--- src/hdl/stk_pkg.sv ---
// Shared constants, types and register map of the score threshold top-K selector.
// Used by stk_cell, stk_edge_scale and score_threshold_top_k_select_unit.
// Depends on nothing.
package stk_pkg;

    // store depth and derived widths
    localparam int MAX_KEPT = 8;
    localparam int CNT_W    = $clog2(MAX_KEPT + 1);

    // field widths
    localparam int SCORE_W = 16;
    localparam int EDGE_W  = 16;
    localparam int DIM_W   = 13;
    localparam int PIX_W   = 14;
    localparam int BOX_W   = 4 * EDGE_W;
    localparam int PROD_W  = EDGE_W + DIM_W + 1;
    localparam int FRAC_W  = 14;

    // configuration port
    localparam int APB_AW = 4;
    localparam int APB_DW = 32;
    localparam logic [1:0] REG_SCORE_THRESHOLD = 2'd0;
    localparam logic [1:0] REG_FRAME_WIDTH     = 2'd1;
    localparam logic [1:0] REG_FRAME_HEIGHT    = 2'd2;

    localparam logic [SCORE_W-1:0] THRESH_RST = 16'd26214;
    localparam logic [DIM_W-1:0]   WIDTH_RST  = 13'd1920;
    localparam logic [DIM_W-1:0]   HEIGHT_RST = 13'd1080;

    // one stored candidate: edges packed left, top, right, bottom from bit 0
    typedef struct packed {
        logic [BOX_W-1:0]   box;
        logic [SCORE_W-1:0] score;
    } t_entry;

    // per-cycle command broadcast to every cell
    typedef struct packed {
        logic ins;    // insert the candidate
        logic shift;  // move every entry one place toward the head
    } t_cell_ctl;

endpackage

--- src/hdl/stk_cell.sv ---
// One cell of the sorted insertion chain: holds one candidate entry.
// Depends on stk_pkg for the entry and control types.
module stk_cell (
    input  logic                i_clk,
    input  stk_pkg::t_cell_ctl  i_ctl,
    input  stk_pkg::t_entry     i_cand,
    input  logic                i_valid,
    input  logic                i_prev_keep,
    input  stk_pkg::t_entry     i_prev,
    input  stk_pkg::t_entry     i_next,
    output logic                o_keep,
    output stk_pkg::t_entry     o_entry
);

    stk_pkg::t_entry r_entry;
    stk_pkg::t_entry n_entry;

    // a valid entry with an equal or better score stays ahead of the candidate
    assign o_keep  = i_valid && (r_entry.score >= i_cand.score);
    assign o_entry = r_entry;

    // shift toward head on drain; on insert take candidate or predecessor
    always_comb begin
        n_entry = r_entry;
        if (i_ctl.shift) begin
            n_entry = i_next;
        end else if (i_ctl.ins && !o_keep) begin
            n_entry = i_prev_keep ? i_cand : i_prev;
        end
    end

    always_ff @(posedge i_clk) begin
        r_entry <= n_entry;
    end

endmodule

--- src/hdl/stk_edge_scale.sv ---
// Scales one signed Q2.14 box edge by a frame dimension into whole pixels.
// Truncates toward zero and saturates to the pixel range. Depends on stk_pkg.
module stk_edge_scale (
    input  logic signed [stk_pkg::EDGE_W-1:0] i_edge,
    input  logic        [stk_pkg::DIM_W-1:0]  i_dim,
    output logic signed [stk_pkg::PIX_W-1:0]  o_pix
);

    localparam int QW = stk_pkg::PROD_W - stk_pkg::FRAC_W;
    localparam logic signed [QW-1:0] PIX_MAX = QW'(2 ** (stk_pkg::PIX_W - 1) - 1);
    localparam logic signed [QW-1:0] PIX_MIN = -QW'(2 ** (stk_pkg::PIX_W - 1));

    logic signed [stk_pkg::PROD_W-1:0] prod;
    logic signed [stk_pkg::PROD_W-1:0] bias;
    logic signed [stk_pkg::PROD_W-1:0] adj;
    logic signed [QW-1:0]              quo;

    // signed product, then bias negatives so the shift rounds toward zero
    always_comb begin
        prod = stk_pkg::PROD_W'(i_edge) * $signed({1'b0, i_dim});
        bias = prod[stk_pkg::PROD_W-1]
             ? stk_pkg::PROD_W'((2 ** stk_pkg::FRAC_W) - 1) : '0;
        adj  = prod + bias;
        quo  = adj[stk_pkg::PROD_W-1:stk_pkg::FRAC_W];
        if (quo > PIX_MAX) begin
            o_pix = PIX_MAX[stk_pkg::PIX_W-1:0];
        end else if (quo < PIX_MIN) begin
            o_pix = PIX_MIN[stk_pkg::PIX_W-1:0];
        end else begin
            o_pix = quo[stk_pkg::PIX_W-1:0];
        end
    end

endmodule

--- src/hdl/score_threshold_top_k_select_unit.sv ---
// Top level of the score threshold top-K selector: stream ports, APB registers,
// the chain of stk_cell entries and the drain path. Depends on stk_pkg,
// stk_cell and stk_edge_scale.
//
//  channel   | dir | handshake               | payload
//  ----------+-----+-------------------------+-----------------------------------------
//  s_axis    | in  | tvalid / tready         | tdata 80b, tlast = last_candidate
//  m_axis    | out | tvalid / tready         | tdata 72b, tuser = found, tlast = last_result
//  apb       | in  | psel / penable / pready | paddr 4b, pwdata / prdata 32b
//
// Candidates are taken while idle; the sorted insert into the cell chain is one
// compare per cell, so candidates stream back to back while collecting.
// After the last candidate the block drains: one result per cycle from the head
// cell (at least one result), and takes no candidate until the final result is
// loaded into the output register. Output stalls hold the drain in place.
// Reset empties the store (count to zero) and restores the register defaults.
module score_threshold_top_k_select_unit (
    input  logic                        i_clk,
    input  logic                        i_rst_n,
    // candidate stream
    input  logic                        s_axis_tvalid,
    output logic                        s_axis_tready,
    // [15:0] score, [31:16] box_left, [47:32] box_top, [63:48] box_right,
    // [79:64] box_bottom
    input  logic [79:0]                 s_axis_tdata,
    input  logic                        s_axis_tlast,
    // result stream
    output logic                        m_axis_tvalid,
    input  logic                        m_axis_tready,
    // [15:0] det_score, [29:16] pix_left, [43:30] pix_top, [57:44] pix_right,
    // [71:58] pix_bottom
    output logic [71:0]                 m_axis_tdata,
    // [0] found
    output logic                        m_axis_tuser,
    output logic                        m_axis_tlast,
    // register port
    input  logic                        psel,
    input  logic                        penable,
    input  logic                        pwrite,
    input  logic [stk_pkg::APB_AW-1:0]  paddr,
    input  logic [stk_pkg::APB_DW-1:0]  pwdata,
    output logic [stk_pkg::APB_DW-1:0]  prdata,
    output logic                        pready
);

    typedef enum logic [1:0] {
        ST_IDLE  = 2'b01,
        ST_DRAIN = 2'b10
    } t_state;

    localparam int N = stk_pkg::MAX_KEPT;

    t_state r_state;
    t_state n_state;
    logic [stk_pkg::CNT_W-1:0] r_count;
    logic [stk_pkg::CNT_W-1:0] n_count;

    logic [stk_pkg::SCORE_W-1:0] r_thresh;
    logic [stk_pkg::DIM_W-1:0]   r_width;
    logic [stk_pkg::DIM_W-1:0]   r_height;

    logic                            r_out_valid;
    logic                            r_out_found;
    logic                            r_out_last;
    logic [stk_pkg::SCORE_W-1:0]     r_out_score;
    logic [4*stk_pkg::PIX_W-1:0]     r_out_pix;

    stk_pkg::t_entry    cand;
    stk_pkg::t_cell_ctl ctl;
    stk_pkg::t_entry    cell_q    [N];
    logic [N-1:0]       cell_keep;
    logic [N-1:0]       cell_valid;

    logic in_acc;
    logic wr_acc;
    logic drain_load;
    logic head_valid;

    logic signed [stk_pkg::PIX_W-1:0] pix [4];

    // ---------------- register port ----------------
    assign pready = 1'b1;
    assign wr_acc = psel && penable && pwrite && pready;

    always_ff @(posedge i_clk) begin
        if (!i_rst_n) begin
            r_thresh <= stk_pkg::THRESH_RST;
            r_width  <= stk_pkg::WIDTH_RST;
            r_height <= stk_pkg::HEIGHT_RST;
        end else if (wr_acc) begin
            case (paddr[3:2])
                stk_pkg::REG_SCORE_THRESHOLD: r_thresh <= pwdata[stk_pkg::SCORE_W-1:0];
                stk_pkg::REG_FRAME_WIDTH:     r_width  <= pwdata[stk_pkg::DIM_W-1:0];
                stk_pkg::REG_FRAME_HEIGHT:    r_height <= pwdata[stk_pkg::DIM_W-1:0];
                default: ;
            endcase
        end
    end

    always_comb begin
        case (paddr[3:2])
            stk_pkg::REG_SCORE_THRESHOLD: prdata = stk_pkg::APB_DW'(r_thresh);
            stk_pkg::REG_FRAME_WIDTH:     prdata = stk_pkg::APB_DW'(r_width);
            stk_pkg::REG_FRAME_HEIGHT:    prdata = stk_pkg::APB_DW'(r_height);
            default:                      prdata = '0;
        endcase
    end

    // ---------------- input side ----------------
    assign s_axis_tready = (r_state == ST_IDLE);
    assign in_acc        = s_axis_tvalid && s_axis_tready;
    assign cand.score    = s_axis_tdata[15:0];
    assign cand.box      = s_axis_tdata[79:16];

    // drain pops the head whenever the output slot is free or being emptied
    assign drain_load = (r_state == ST_DRAIN) && (!r_out_valid || m_axis_tready);
    assign head_valid = (r_count != '0);

    assign ctl.ins   = in_acc && (cand.score > r_thresh);
    assign ctl.shift = drain_load && head_valid;

    // ---------------- cell chain ----------------
    for (genvar i = 0; i < N; i++) begin : g_cell
        assign cell_valid[i] = (stk_pkg::CNT_W'(i) < r_count);
        if (i == 0) begin : g_head
            stk_cell u_cell (
                .i_clk       (i_clk),
                .i_ctl       (ctl),
                .i_cand      (cand),
                .i_valid     (cell_valid[i]),
                .i_prev_keep (1'b1),
                .i_prev      (cand),
                .i_next      ((N > 1) ? cell_q[(N > 1) ? 1 : 0] : cell_q[0]),
                .o_keep      (cell_keep[i]),
                .o_entry     (cell_q[i])
            );
        end else if (i == N - 1) begin : g_tail
            stk_cell u_cell (
                .i_clk       (i_clk),
                .i_ctl       (ctl),
                .i_cand      (cand),
                .i_valid     (cell_valid[i]),
                .i_prev_keep (cell_keep[i-1]),
                .i_prev      (cell_q[i-1]),
                .i_next      (cell_q[i]),
                .o_keep      (cell_keep[i]),
                .o_entry     (cell_q[i])
            );
        end else begin : g_mid
            stk_cell u_cell (
                .i_clk       (i_clk),
                .i_ctl       (ctl),
                .i_cand      (cand),
                .i_valid     (cell_valid[i]),
                .i_prev_keep (cell_keep[i-1]),
                .i_prev      (cell_q[i-1]),
                .i_next      (cell_q[i+1]),
                .o_keep      (cell_keep[i]),
                .o_entry     (cell_q[i])
            );
        end
    end

    // ---------------- fill count and sequencing ----------------
    always_comb begin
        n_count = r_count;
        n_state = r_state;
        case (r_state)
            ST_IDLE: begin
                if (ctl.ins && (r_count != stk_pkg::CNT_W'(N))) begin
                    n_count = r_count + 1'b1;
                end
                if (in_acc && s_axis_tlast) begin
                    n_state = ST_DRAIN;
                end
            end
            ST_DRAIN: begin
                if (drain_load) begin
                    if (head_valid) begin
                        n_count = r_count - 1'b1;
                    end
                    if (r_count <= stk_pkg::CNT_W'(1)) begin
                        n_state = ST_IDLE;
                    end
                end
            end
            default: n_state = ST_IDLE;
        endcase
    end

    always_ff @(posedge i_clk) begin
        if (!i_rst_n) begin
            r_state <= ST_IDLE;
            r_count <= '0;
        end else begin
            r_state <= n_state;
            r_count <= n_count;
        end
    end

    // ---------------- edge scaling of the head entry ----------------
    for (genvar e = 0; e < 4; e++) begin : g_scale
        stk_edge_scale u_scale (
            .i_edge (cell_q[0].box[e*stk_pkg::EDGE_W +: stk_pkg::EDGE_W]),
            .i_dim  ((e % 2 == 0) ? r_width : r_height),
            .o_pix  (pix[e])
        );
    end

    // ---------------- output register ----------------
    always_ff @(posedge i_clk) begin
        if (!i_rst_n) begin
            r_out_valid <= 1'b0;
        end else if (drain_load) begin
            r_out_valid <= 1'b1;
        end else if (m_axis_tready) begin
            r_out_valid <= 1'b0;
        end
    end

    // empty frame gives one all-zero result with found low
    always_ff @(posedge i_clk) begin
        if (drain_load) begin
            r_out_found <= head_valid;
            r_out_last  <= (r_count <= stk_pkg::CNT_W'(1));
            r_out_score <= head_valid ? cell_q[0].score : '0;
            r_out_pix   <= head_valid ? {pix[3], pix[2], pix[1], pix[0]} : '0;
        end
    end

    assign m_axis_tvalid = r_out_valid;
    assign m_axis_tdata  = {r_out_pix, r_out_score};
    assign m_axis_tuser  = r_out_found;
    assign m_axis_tlast  = r_out_last;

    // ---------------- assertions ----------------
    a_count_bound: assert property (@(posedge i_clk) disable iff (!i_rst_n)
        r_count <= stk_pkg::CNT_W'(N))
        else $error("fill count above store depth");

    a_head_sorted: assert property (@(posedge i_clk) disable iff (!i_rst_n)
        (N > 1 && r_count >= stk_pkg::CNT_W'(2))
            |-> (cell_q[0].score >= cell_q[(N > 1) ? 1 : 0].score))
        else $error("head entries out of order");

    a_empty_is_last: assert property (@(posedge i_clk) disable iff (!i_rst_n)
        (m_axis_tvalid && !m_axis_tuser) |-> m_axis_tlast)
        else $error("empty-frame result not marked last");

    a_drain_ends: assert property (@(posedge i_clk) disable iff (!i_rst_n)
        (drain_load && r_count <= stk_pkg::CNT_W'(1))
            |=> (r_count == '0 && r_state == ST_IDLE))
        else $error("drain finished with entries left");

    a_no_take_in_drain: assert property (@(posedge i_clk) disable iff (!i_rst_n)
        (r_state == ST_DRAIN) |-> !ctl.ins)
        else $error("insert during drain");

endmodule
--- config.mk ---
export PLATFORM = sky130hd
export DESIGN_NAME = score_threshold_top_k_select_unit
export DESIGN_NICKNAME = d
export VERILOG_FILES = /design/src/hdl/stk_pkg.sv /design/src/hdl/stk_cell.sv /design/src/hdl/stk_edge_scale.sv /design/src/hdl/score_threshold_top_k_select_unit.sv
export SDC_FILE = /design/constraint.sdc
export NUM_CORES = 2
export LEC_CHECK = 0
export BUFFER_PORTS_ARGS = -buffer_cell sky130_fd_sc_hd__buf_4
export CORE_MARGIN = 5
export CORE_UTILIZATION = 59
export DETAILED_ROUTE_END_ITERATION = 8
export MAX_ROUTING_LAYER = met4
export PLACE_DENSITY = 0.79
export SLEW_MARGIN = 20
export SYNTH_ARGS = -nofsm -noshare
export SYNTH_HDL_FRONTEND = slang
export SYNTH_HIERARCHICAL = 1
export SYNTH_SLANG_ARGS = --single-unit
--- constraint.sdc ---
create_clock -name i_clk -period 9.1 [get_ports i_clk]
set_input_delay 0.455 -clock i_clk [delete_from_list [all_inputs] [get_ports i_clk]]
set_output_delay 0.455 -clock i_clk [all_outputs]
set_load 0.02 [all_outputs]
==> results.toml <==
[status]
status = "finished, final reports clean"

[worst_setup_path]
end_kind = "flop"
worst-r2r-setup-slack_ns = 0.36
crit_required_ns = 9.64
cpPeakStageDelay_ns = 0.56
startpoint_type = "flop"
r2r_start = "g_cell[0].g_head.u_cell/o_entry[25]"
cpMaxStageDelayCell = "fa_1"
crit_top_cell = "fa_1"
critPathMaxFanout = 13
path_class = "reg2reg"
reg2regPathDepth = 31
crit_arrival_ns = 9.28
reg2reg_to = "r_out_pix[2]"

[sta]
tns_ns = 0
finalSetupViolCount = 0
fin_worst_skew_ns = 0.0499
slew_viol_final = 0
worst_slew_pin_slew_ns = 1.25
hold_viol = 0
fin_crit_ns = 8.74
max_freq_mhz = 114
fin_crit_sh_pct = 96.1
slew_headroom_pct = 15.8

[power]
powerDensity_nw_per_um2 = 244
leakagePower_nw = 35.0
p_clk_share_pct = 17.4
power_frac_comb_pct = 61.5
power_switching_mw = 9.02
power_mw = 20.4
seq_power_share_pct = 21.1
p_int_mw = 11.4
switching_share_pct = 44.2
ir_drop_uv = 296

[floorplan]
initial_core_util_pct = 59.4
design.core.area_um2 = 129000
dieArea_um2 = 138000
boundaryPins = 233
die_y_um = 371
die_x_um = 371
rows = 132

[min_path]
holdPathStages = 3
worstHoldPathType = "in2reg"
min_to = "m_axis_tvalid"
hp-start = "m_axis_tready"

[final_layout]
mostFrequentLayoutCells = "nand2_1, inv_1, fa_1"
syn_to_final_growth_pct = 8.60
final_nets = 9307
final_core_util_pct = 64.5
drive_above_1_share_pct = 9.00
final_common_cell = "nand2_1"
design_area_um2 = 83500

[job]
max-cap-violations = 0

[clock_network]
clk_pin_slew_ns = 0.06
clock_sinks = 763
insertion_delay_ns = 0.72
cts-htree-levels = 3
cts_root_buffer = "clkbuf_16"
numCtsBuffers = 87
cts_buffer_depth = 3
cts_tree = "yes"

[grt]
grt_pass1_vias = 57940
grt_usage_pct = 29.1
grt_max_degree = 265
antenna_found_initial = 30
grt_pass1_wl_mm = 312
overflow = 0

[synth]
syn_avg_cell_area_um2 = 9.81
ys.warnings.count = 6
synthCells = 7839
synth_area_um2 = 76900

[placement]
dp_hpwl_mm = 141
finalWeightedCongestion = 0.901
port_buffers = 197
dpl-instance-area_um2 = 80100

[drt]
drc_errors = 0
via_per_inst = 5.83
vias = 56965
final_antenna_net_count = 0
routed_wirelength_mm = 195
post_drt_wl_per_cell_um = 20.0
drtIter0Drc = 5416
firstDrtPassIters = 6
[critical path, delay by kind of cell, from the launching register on]
kind	cells	cell delay [ns]
AOI/OAI and AO/OA	10	2.18
buffers and inverters	5	0.60
and+or+nand+nor	7	1.42
DFF	1	0.50
xor gates and xnor gates	1	0.17
adders and majority gates	8	3.71
[metrics by stage]
stage	instances	hold slack (ns)	worst slack, ns
after floorplan	7855	0.435	0.295
after global placement	9536	0.447	0.127
after detailed placement	9536	0.465	-0.128
after CTS	9711	0.0430	0.0959
after global routing	9757	0.109	-0.0363
final	9763	0.0821	0.358
[registers in the layout, summed over array words and instances (netlist names)]
register and flops:
g_cell.g_mid.u_cell/o_entry 480, r_height 13, r_out_pix 56, r_out_score 16, m_axis_tvalid 1, g_cell.g_tail.u_cell/o_entry 80
g_cell.g_head.u_cell/o_entry 80, m_axis_tlast 1, r_width 13, m_axis_tuser 1, r_count 4, r_thresh 16
r_state 2
[worst max-delay path by stage]
stage / start / to / slack, ns / cells after the start
finish: g_cell[0].g_head.u_cell/o_entry[25] / r_out_pix[2] / 0.36 / 31
global route: r_width[2] / r_out_pix[28] / -0.04 / 30
CTS: r_width[3] / r_out_pix[2] / 0.1 / 32
detailed placement: r_width[3] / r_out_pix[5] / -0.13 / 33
global placement: r_width[3] / r_out_pix[3] / 0.13 / 33
floorplan: r_width[2] / r_out_pix[4] / 0.29 / 33
[power by group through the flow]
| stage | registers, mW | clock network (mW) | logic (mW) |
|---|---|---|---|
| 6_report | 4.31 | 3.54 | 12.6 |
| 5_1_grt | 4.33 | 3.74 | 14.1 |
| 4_1_cts | 4.31 | 3.59 | 12.4 |
| 3_5_place_dp | 4.38 | 0 | 12.3 |
| 3_3_place_gp | 4.37 | 0 | 11.9 |
| 2_1_floorplan | 4.31 | 0 | 9.86 |
[timing repair]
item | CTS | global route
setup buffers | 1 | 24
resized for setup | 1 | 50
endpoints found under the setup margin | 13 | 52
pin swaps | 1 | 4
hold buffers | 16 | 0
hold endpoints to repair | 34 | 0
[final cells by class]
cell class,instances,area (um2)
multi-input cells,5553,48700
repair buffers,391,3090
inverters,1128,4240
diodes,28,70.1
fillers,10021,45900
clock buffers,105,2270
clock inverters,53,558
flip-flops and latches,763,22400
well taps,1742,2180
[metal layers]
| metal | track usage, % | vias to the layer above | share of wire (%) |
|---|---|---|---|
| met5 | - | - | 0 |
| met4 | 7.30 | 0 | 2.4 |
| met3 | 6.95 | 331 | 9.9 |
| met2 | 44.9 | 2349 | 46 |
| met1 | 39.2 | 28108 | 42 |
| li1 | - | 26177 | - |
Note: power is estimated with default switching activity, not from simulation.
